===== src/design/smt_pkg.sv =====
// shared types and codes for the sorted multiset table
// no dependencies; used by the top level and the checker
`default_nettype none

package smt_pkg;

	// operation codes carried by the request func field
	typedef enum logic [1:0] {
		FUNC_INSERT = 2'd0,
		FUNC_REMOVE = 2'd1,
		FUNC_TEST   = 2'd2,
		FUNC_COUNT  = 2'd3
	} func_t;

	// response status codes
	typedef enum logic [1:0] {
		ST_OK        = 2'd0,
		ST_NOT_FOUND = 2'd1,
		ST_FULL      = 2'd2
	} status_t;

endpackage

`default_nettype wire


===== src/design/smt_in_if.sv =====
// request channel of the sorted multiset table: valid/ready plus operation payload
// no dependencies
`default_nettype none

interface smt_in_if;
	logic              valid;
	logic              ready;
	logic [1:0]        func;
	logic signed [31:0] value;
	logic [6:0]        repeat_count;

	modport source (output valid, func, value, repeat_count, input ready);
	modport sink   (input valid, func, value, repeat_count, output ready);
endinterface

`default_nettype wire


===== src/design/smt_out_if.sv =====
// response channel of the sorted multiset table: valid/ready plus result payload
// no dependencies
`default_nettype none

interface smt_out_if;
	logic       valid;
	logic       ready;
	logic [1:0] status;
	logic [6:0] occurrences;
	logic [6:0] element_count;

	modport source (output valid, status, occurrences, element_count, input ready);
	modport sink   (input valid, status, occurrences, element_count, output ready);
endinterface

`default_nettype wire


===== src/design/sorted_multiset_table.sv =====
// sorted multiset table: insert, remove, test and count over a sorted value store
// remove/test/count walk the stored entries, a read state and an evaluate state per entry (one memory read port)
// insert walks back from the top, a read and an evaluate state per entry moved, then writes one copy per cycle
// refused or zero-copy inserts go straight to the response state; request ready only when the sequencer is idle
// arst_n clears fill level, order register and handshake state; store contents are not cleared
`default_nettype none

module sorted_multiset_table #(
	parameter int CAPACITY    = 64,
	parameter int VALUE_WIDTH = 32
) (
	input  wire logic  clk,
	input  wire logic  arst_n,
	input  wire logic  cfg_wr_en,
	input  wire logic  cfg_wr_data,
	smt_in_if.sink     request,
	smt_out_if.source  response
);

	localparam int AW = $clog2(CAPACITY);
	localparam int CW = $clog2(CAPACITY + 1);
	localparam int SW = ((CW > 7) ? CW : 7) + 1;
	localparam logic [SW-1:0] CAP_S = SW'(CAPACITY);

	typedef enum logic [2:0] {
		S_IDLE,
		S_SCAN_RD,
		S_SCAN_EV,
		S_INS_RD,
		S_INS_EV,
		S_FILL,
		S_RESP
	} state_t;

	state_t                  state_q;
	logic                    order_desc_q;
	logic [CW-1:0]           fill_q;
	smt_pkg::func_t          func_q;
	logic signed [VALUE_WIDTH-1:0] val_q;
	logic [6:0]              n_q;
	logic [6:0]              k_q;
	logic [CW-1:0]           ptr_q;
	logic                    found_q;
	logic [CW-1:0]           match_q;
	smt_pkg::status_t        status_q;
	logic [6:0]              occ_q;
	logic                    out_valid_q;
	logic [1:0]              out_status_q;
	logic [6:0]              out_occ_q;
	logic [6:0]              out_cnt_q;

	logic [VALUE_WIDTH-1:0]  mem_q [CAPACITY];
	logic signed [VALUE_WIDTH-1:0] rdata_q;

	logic signed [63:0]      val_ext;
	logic signed [VALUE_WIDTH-1:0] val_in;
	logic [SW-1:0]           need;
	logic                    no_room;
	logic [CW-1:0]           ptr_m1;
	logic [SW-1:0]           shift_addr;
	logic                    goes_before;
	logic                    is_equal;
	logic                    rd_en;
	logic [AW-1:0]           rd_addr;
	logic                    wr_en;
	logic [AW-1:0]           wr_addr;
	logic [VALUE_WIDTH-1:0]  wr_data;

	// incoming value: sign-extend, wrap to the stored width
	assign val_ext = {{32{request.value[31]}}, request.value};
	assign val_in  = val_ext[VALUE_WIDTH-1:0];

	// capacity check for an insert
	assign need    = SW'(fill_q) + SW'(request.repeat_count);
	assign no_room = need > CAP_S;

	// shared compare unit on the entry just read
	assign ptr_m1      = ptr_q - CW'(1);
	assign shift_addr  = SW'(ptr_m1) + SW'(n_q);
	assign goes_before = order_desc_q ? (rdata_q >= val_q) : (rdata_q <= val_q);
	assign is_equal    = rdata_q == val_q;

	// memory port control
	always_comb begin
		rd_en   = 1'b0;
		rd_addr = ptr_q[AW-1:0];
		wr_en   = 1'b0;
		wr_addr = ptr_m1[AW-1:0];
		wr_data = rdata_q;
		unique case (state_q)
			S_SCAN_RD: begin
				rd_en = ptr_q != fill_q;
			end
			S_SCAN_EV: begin
				wr_en = (func_q == smt_pkg::FUNC_REMOVE) && found_q;
			end
			S_INS_RD: begin
				rd_en   = ptr_q != '0;
				rd_addr = ptr_m1[AW-1:0];
			end
			S_INS_EV: begin
				wr_en   = !goes_before;
				wr_addr = shift_addr[AW-1:0];
			end
			S_FILL: begin
				wr_en   = 1'b1;
				wr_addr = ptr_q[AW-1:0];
				wr_data = val_q;
			end
			default: begin
			end
		endcase
	end

	// value store
	always_ff @(posedge clk) begin
		if (wr_en) begin
			mem_q[wr_addr] <= wr_data;
		end
		if (rd_en) begin
			rdata_q <= mem_q[rd_addr];
		end
	end

	assign request.ready          = state_q == S_IDLE;
	assign response.valid         = out_valid_q;
	assign response.status        = out_status_q;
	assign response.occurrences   = out_occ_q;
	assign response.element_count = out_cnt_q;

	// sequencer, order register and response register
	always_ff @(posedge clk or negedge arst_n) begin
		if (!arst_n) begin
			state_q      <= S_IDLE;
			order_desc_q <= 1'b0;
			fill_q       <= '0;
			func_q       <= smt_pkg::FUNC_INSERT;
			val_q        <= '0;
			n_q          <= '0;
			k_q          <= '0;
			ptr_q        <= '0;
			found_q      <= 1'b0;
			match_q      <= '0;
			status_q     <= smt_pkg::ST_OK;
			occ_q        <= '0;
			out_valid_q  <= 1'b0;
			out_status_q <= '0;
			out_occ_q    <= '0;
			out_cnt_q    <= '0;
		end else begin
			if (cfg_wr_en) begin
				order_desc_q <= cfg_wr_data;
			end
			// response register empties on a transfer unless a new result loads
			if (response.ready && state_q != S_RESP) begin
				out_valid_q <= 1'b0;
			end
			unique case (state_q)
				S_IDLE: begin
					if (request.valid) begin
						func_q   <= smt_pkg::func_t'(request.func);
						val_q    <= val_in;
						n_q      <= request.repeat_count;
						k_q      <= request.repeat_count;
						found_q  <= 1'b0;
						match_q  <= '0;
						occ_q    <= '0;
						if (smt_pkg::func_t'(request.func) == smt_pkg::FUNC_INSERT) begin
							if (no_room) begin
								ptr_q    <= '0;
								status_q <= smt_pkg::ST_FULL;
								state_q  <= S_RESP;
							end else if (request.repeat_count == '0) begin
								ptr_q    <= '0;
								status_q <= smt_pkg::ST_OK;
								state_q  <= S_RESP;
							end else begin
								ptr_q    <= fill_q;
								status_q <= smt_pkg::ST_OK;
								state_q  <= S_INS_RD;
							end
						end else begin
							ptr_q    <= '0;
							status_q <= smt_pkg::ST_OK;
							state_q  <= S_SCAN_RD;
						end
					end
				end
				S_SCAN_RD: begin
					if (ptr_q == fill_q) begin
						status_q <= found_q ? smt_pkg::ST_OK : smt_pkg::ST_NOT_FOUND;
						if (func_q == smt_pkg::FUNC_REMOVE && found_q) begin
							fill_q <= fill_q - CW'(1);
						end
						if (func_q == smt_pkg::FUNC_COUNT) begin
							occ_q <= 7'(match_q);
						end
						state_q <= S_RESP;
					end else begin
						state_q <= S_SCAN_EV;
					end
				end
				S_SCAN_EV: begin
					// after a removal hit the rest only shifts down
					if (!(func_q == smt_pkg::FUNC_REMOVE && found_q) && is_equal) begin
						found_q <= 1'b1;
						match_q <= match_q + CW'(1);
					end
					ptr_q   <= ptr_q + CW'(1);
					state_q <= S_SCAN_RD;
				end
				S_INS_RD: begin
					state_q <= (ptr_q == '0) ? S_FILL : S_INS_EV;
				end
				S_INS_EV: begin
					if (goes_before) begin
						state_q <= S_FILL;
					end else begin
						ptr_q   <= ptr_m1;
						state_q <= S_INS_RD;
					end
				end
				S_FILL: begin
					ptr_q <= ptr_q + CW'(1);
					k_q   <= k_q - 7'd1;
					if (k_q == 7'd1) begin
						fill_q  <= fill_q + CW'(n_q);
						state_q <= S_RESP;
					end
				end
				S_RESP: begin
					if (!out_valid_q || response.ready) begin
						out_valid_q  <= 1'b1;
						out_status_q <= status_q;
						out_occ_q    <= occ_q;
						out_cnt_q    <= 7'(fill_q);
						state_q      <= S_IDLE;
					end
				end
				default: begin
					state_q <= S_IDLE;
				end
			endcase
		end
	end

endmodule

`default_nettype wire


===== src/flat_wrapper.sv =====
// flat-port wrapper written by rule: the top's interface ports become plain ports
module sorted_multiset_table_flat 
#(
	parameter int CAPACITY    = 64,
	parameter int VALUE_WIDTH = 32
)
  (clk, arst_n, cfg_wr_en, cfg_wr_data, request_valid, request_func, request_value, request_repeat_count, request_ready, response_valid, response_status, response_occurrences, response_element_count, response_ready);
  smt_in_if request_i ();
  smt_out_if response_i ();
  input  wire logic clk;
  input  wire logic arst_n;
  input  wire logic cfg_wr_en;
  input  wire logic cfg_wr_data;
  input wire logic [$bits(request_i.valid)-1:0] request_valid;
  input wire logic [$bits(request_i.func)-1:0] request_func;
  input wire logic [$bits(request_i.value)-1:0] request_value;
  input wire logic [$bits(request_i.repeat_count)-1:0] request_repeat_count;
  output wire logic [$bits(request_i.ready)-1:0] request_ready;
  output wire logic [$bits(response_i.valid)-1:0] response_valid;
  output wire logic [$bits(response_i.status)-1:0] response_status;
  output wire logic [$bits(response_i.occurrences)-1:0] response_occurrences;
  output wire logic [$bits(response_i.element_count)-1:0] response_element_count;
  input wire logic [$bits(response_i.ready)-1:0] response_ready;
  assign request_i.valid = request_valid;
  assign request_i.func = request_func;
  assign request_i.value = request_value;
  assign request_i.repeat_count = request_repeat_count;
  assign request_ready = request_i.ready;
  assign response_valid = response_i.valid;
  assign response_status = response_i.status;
  assign response_occurrences = response_i.occurrences;
  assign response_element_count = response_i.element_count;
  assign response_i.ready = response_ready;
  sorted_multiset_table #(.CAPACITY(CAPACITY), .VALUE_WIDTH(VALUE_WIDTH)) u_core (.clk(clk), .arst_n(arst_n), .cfg_wr_en(cfg_wr_en), .cfg_wr_data(cfg_wr_data), .request(request_i), .response(response_i));
endmodule

===== config.mk =====
export PLATFORM = sky130hd
export DESIGN_NAME = sorted_multiset_table_flat
export DESIGN_NICKNAME = d
export VERILOG_FILES = /design/src/design/smt_pkg.sv /design/src/design/smt_in_if.sv /design/src/design/smt_out_if.sv /design/src/design/sorted_multiset_table.sv /design/src/flat_wrapper.sv
export SDC_FILE = /design/constraint.sdc
export NUM_CORES = 2
export LEC_CHECK = 0
export ABC_AREA = 1
export BUFFER_PORTS_ARGS = -buffer_cell sky130_fd_sc_hd__buf_2
export CAP_MARGIN = 20
export CORE_ASPECT_RATIO = 0.5
export CORE_MARGIN = 3
export CORE_UTILIZATION = 40
export CTS_BUF_LIST = sky130_fd_sc_hd__clkbuf_4 sky130_fd_sc_hd__clkbuf_8
export DETAILED_ROUTE_END_ITERATION = 8
export GPL_TIMING_DRIVEN = 0
export REMOVE_ABC_BUFFERS = 1
export SYNTH_ARGS = -nofsm -noshare
export SYNTH_HDL_FRONTEND = slang
export SYNTH_SLANG_ARGS = --single-unit

===== constraint.sdc =====
create_clock -name clk -period 14.1 [get_ports clk]
set_input_delay 0.705 -clock clk [delete_from_list [all_inputs] [get_ports clk]]
set_output_delay 0.705 -clock clk [all_outputs]
set_load 0.02 [all_outputs]

==> impl_metrics.ini <==
[critical_path]
cp_top_family = simple AND/OR/NAND/NOR gates
end_kind = register
crit_chain = inv_1 > ha_1 > xnor2_1 > inv_1 > ha_1 > a21oi_1 > nand2_1 > o21ai_0 > inv_1 > nor2_1 > nand4_1 > nor2_4 > buf_12
r2r_slack_ns = 8.68
cp_slowest_cell = nor2_4
cpPeakStageDelay_ns = 0.95
critPathKind = register to register
path_buf_inv = 4
crit_arrival_ns = 5.99
crit_path_frequent_cell = inv_1
startpoint_type = register
critPathMaxFanout = 19
crit_required_ns = 14.67

[cts]
clkSlewWorstSetupHoldPaths_ns = 0.06
cts_made_buffers = 327
clock_latency_ns = 0.93
postCtsSetupBuffers = 0
post_cts_hold_buffer_count = 32
cts.htree.levels = 5
cts_tree = built
cts-root-buf = clkbuf_8
clock_sinks = 2180
cts.repair.resized = 0
clockBufferDepth = 4

[timing]
drv_slew = 0
hold_violations = 0
max_freq_mhz = 185
worst_pin_slew_ns = 1.10
period_needed_ns = 5.42
fin_hold_ws_ns = 0.0643
slew_headroom_pct = 26.1
rsz0062_at_grt = no
setup_viol = 0
clock_skew_ns = 0.0693
final.period_utilization_pct = 38.4
worst_slack_ns = 8.68

[min_path]
hold_class = input port to register

[floorplanning]
die_width_um = 680
rows = 123
die_h_um = 343
core_mm2 = 0.225
start_util_pct = 40.3
die_area_mm2 = 0.233
boundaryPins = 65

[logic_synthesis]
synth_seq_area_share_pct = 71.5
netlist-cell-type-count = 43
synth-edff-count = 2080
syn_avg_cell_area_um2 = 11.4
ys_async_sr_fraction_pct = 4.59
synth_area_leaders = edfxtp_1, nand2_1, nand3_1, nor2_1, o21ai_0
synth_most_common_cell = edfxtp_1
synth_top_area_cell = edfxtp_1
synth_seq_cells = 2180
synth_flop_cell = edfxtp_1
netlist_instances = 8005
synth_warnings = 0
yosys-top-cells-count = edfxtp_1, nand2_1, nor2_1
synth_area_mm2 = 0.0909
synth_top_cell_area_share_pct = 68.7

[grt]
grt_pass1_wl_mm = 377
track_usage_pct = 21.6
grt_max_degree = 84
grt_overflow_total = 0
grt_antenna_before_repair = 7
grt_pass1_vias = 57100

[drt]
routed_wl_mm = 259
vias = 61600
ant_nets = 0
drt_iter0_drc = 7774
wire_per_inst_um = 22.6
drc = 0
first_pass_iters = 6
avgViaCountPerCell = 5.40

[power_and_ir_drop]
vdd_drop_max_mv = 0.0706
total_power_w = 0.0121
power_leakage_nw = 32.5
power_density_mw_per_mm2 = 116

[finish]
drive_gt1_share_pct = 10.6
fillers = 19900
area_growth_pct = 15.0
fin_nets = 8274
fin_util_pct = 46.4
design_area_mm2 = 0.105

[place]
io_buffers = 64
gp_congestion = 0.827
place_ws_ns = 8.94
dpl_cell_area_mm2 = 0.0980
dp_hpwl_mm = 153

[run]
drv_cap = 0

[run_status]
status = finished, final reports clean
-- power by group --
part	total [W]	internal, W	switching (W)
clock	0.00507	0.00261	0.00246
combinational	0.0000306	0.0000136	0.0000170
sequential	0.00698	0.00698	0.000000265
total	0.0121	0.00960	0.00248
-- layout by cell type, fill, tap and decap left out, types with 5 or more instances in the layout --
master	count
clkbuf_4	98
inv_1	221
bufinv_16	5
o21bai_1	6
nor2_4	27
nand2_1	1908
buf_2	63
xnor2_1	11
o21ai_1	186
clkinv_1	96
xor2_1	9
ha_1	55
nand3b_1	8
edfxtp_1	2080
a21oi_1	34
nor2_1	1107
o21ai_0	572
dfrtp_1	100
nand4_1	11
o211ai_1	99
buf_16	72
nand3_1	972
dlygate4sd3_1	32
inv_2	44
buf_12	136
clkinvlp_4	8
clkinv_2	24
clkbuf_8	343
o21ai_4	38
-- final timing paths --
| kind | depth (start not counted) | endpoint | start |
|---|---|---|---|
| max | 13 | u_core.mem_q[35][1] | u_core.ptr_q[0] |
| max reg2reg | 13 | u_core.mem_q[35][1] | u_core.ptr_q[0] |
| min reg2reg | 2 | u_core.response.element_count[0] | u_core.response.element_count[0] |
| max in group asynchronous | 3 | u_core.val_q[1] | arst_n |
| min | 3 | u_core.val_q[18] | request_value[18] |
| min in group asynchronous | 2 | u_core.response.element_count[1] | arst_n |
-- flip-flops by register name, indices dropped and copies added (netlist names), 2 cells and up --
signal                         count
u_core.mem_q                    2048
u_core.rdata_q                    32
u_core.val_q                      32
u_core.fill_q                      7
u_core.k_q                         7
u_core.match_q                     7
u_core.n_q                         7
u_core.occ_q                       7
u_core.ptr_q                       7
u_core.response.element_count      7
u_core.response.occurrences        7
u_core.state_q                     3
u_core.func_q                      2
u_core.response.status             2
u_core.status_q                    2
-- final cells by class --
cell class	instances	area [um^2]	share of cell area, %
sequential	2180	65000	62.1
clock inverter	139	758	0.725
clock buffer	441	5460	5.22
inverter	271	1040	0.994
tap	3000	3750	3.59
timing repair buffer	307	5370	5.14
multi-input combinational	5082	23200	22.2
antenna	3	7.51	0.00718
-- per-layer routing --
metal	global-route usage, %	vias up	routed length (um)
li1	-	28200	-
met1	32.0	30200	114000
met2	31.9	2746	111000
met3	4.02	475	24800
met4	7.52	0	8620
met5	0	-	0
-- cell families (layout without fill, tap and decap cells) --
kind of cell / count (synthesis) / after routing / share of synthesized area (%)
fa+ha+maj: 58 / 58 / 0.823
flops: 2180 / 2180 / 71.5
simple gates: 4054 / 4054 / 18.2
compound gates: 949 / 949 / 5.56
buf+inv: 743 / 1158 / 3.75
xor+xnor: 20 / 20 / 0.193
other cells: 0 / 3 / 0
mux: 1 / 1 / 0.0124
-- tightest hold or removal path: cells and delay by family --
kind                   cells  cell delay (ns)
AO/OA/AOI/OAI              1             0.06
buffers and inverters      1             0.13
AND/OR/NAND/NOR            1             0.06
-- metrics by stage --
step | cells | TNS [ns]
CTS | 11400 | 0
floorplan | 7533 | -437.36
finish | 11400 | 0
global placement | 10600 | -1475.98
global route | 11400 | 0
detailed placement | 10800 | 0
Power figures use the tool's default switching activity.
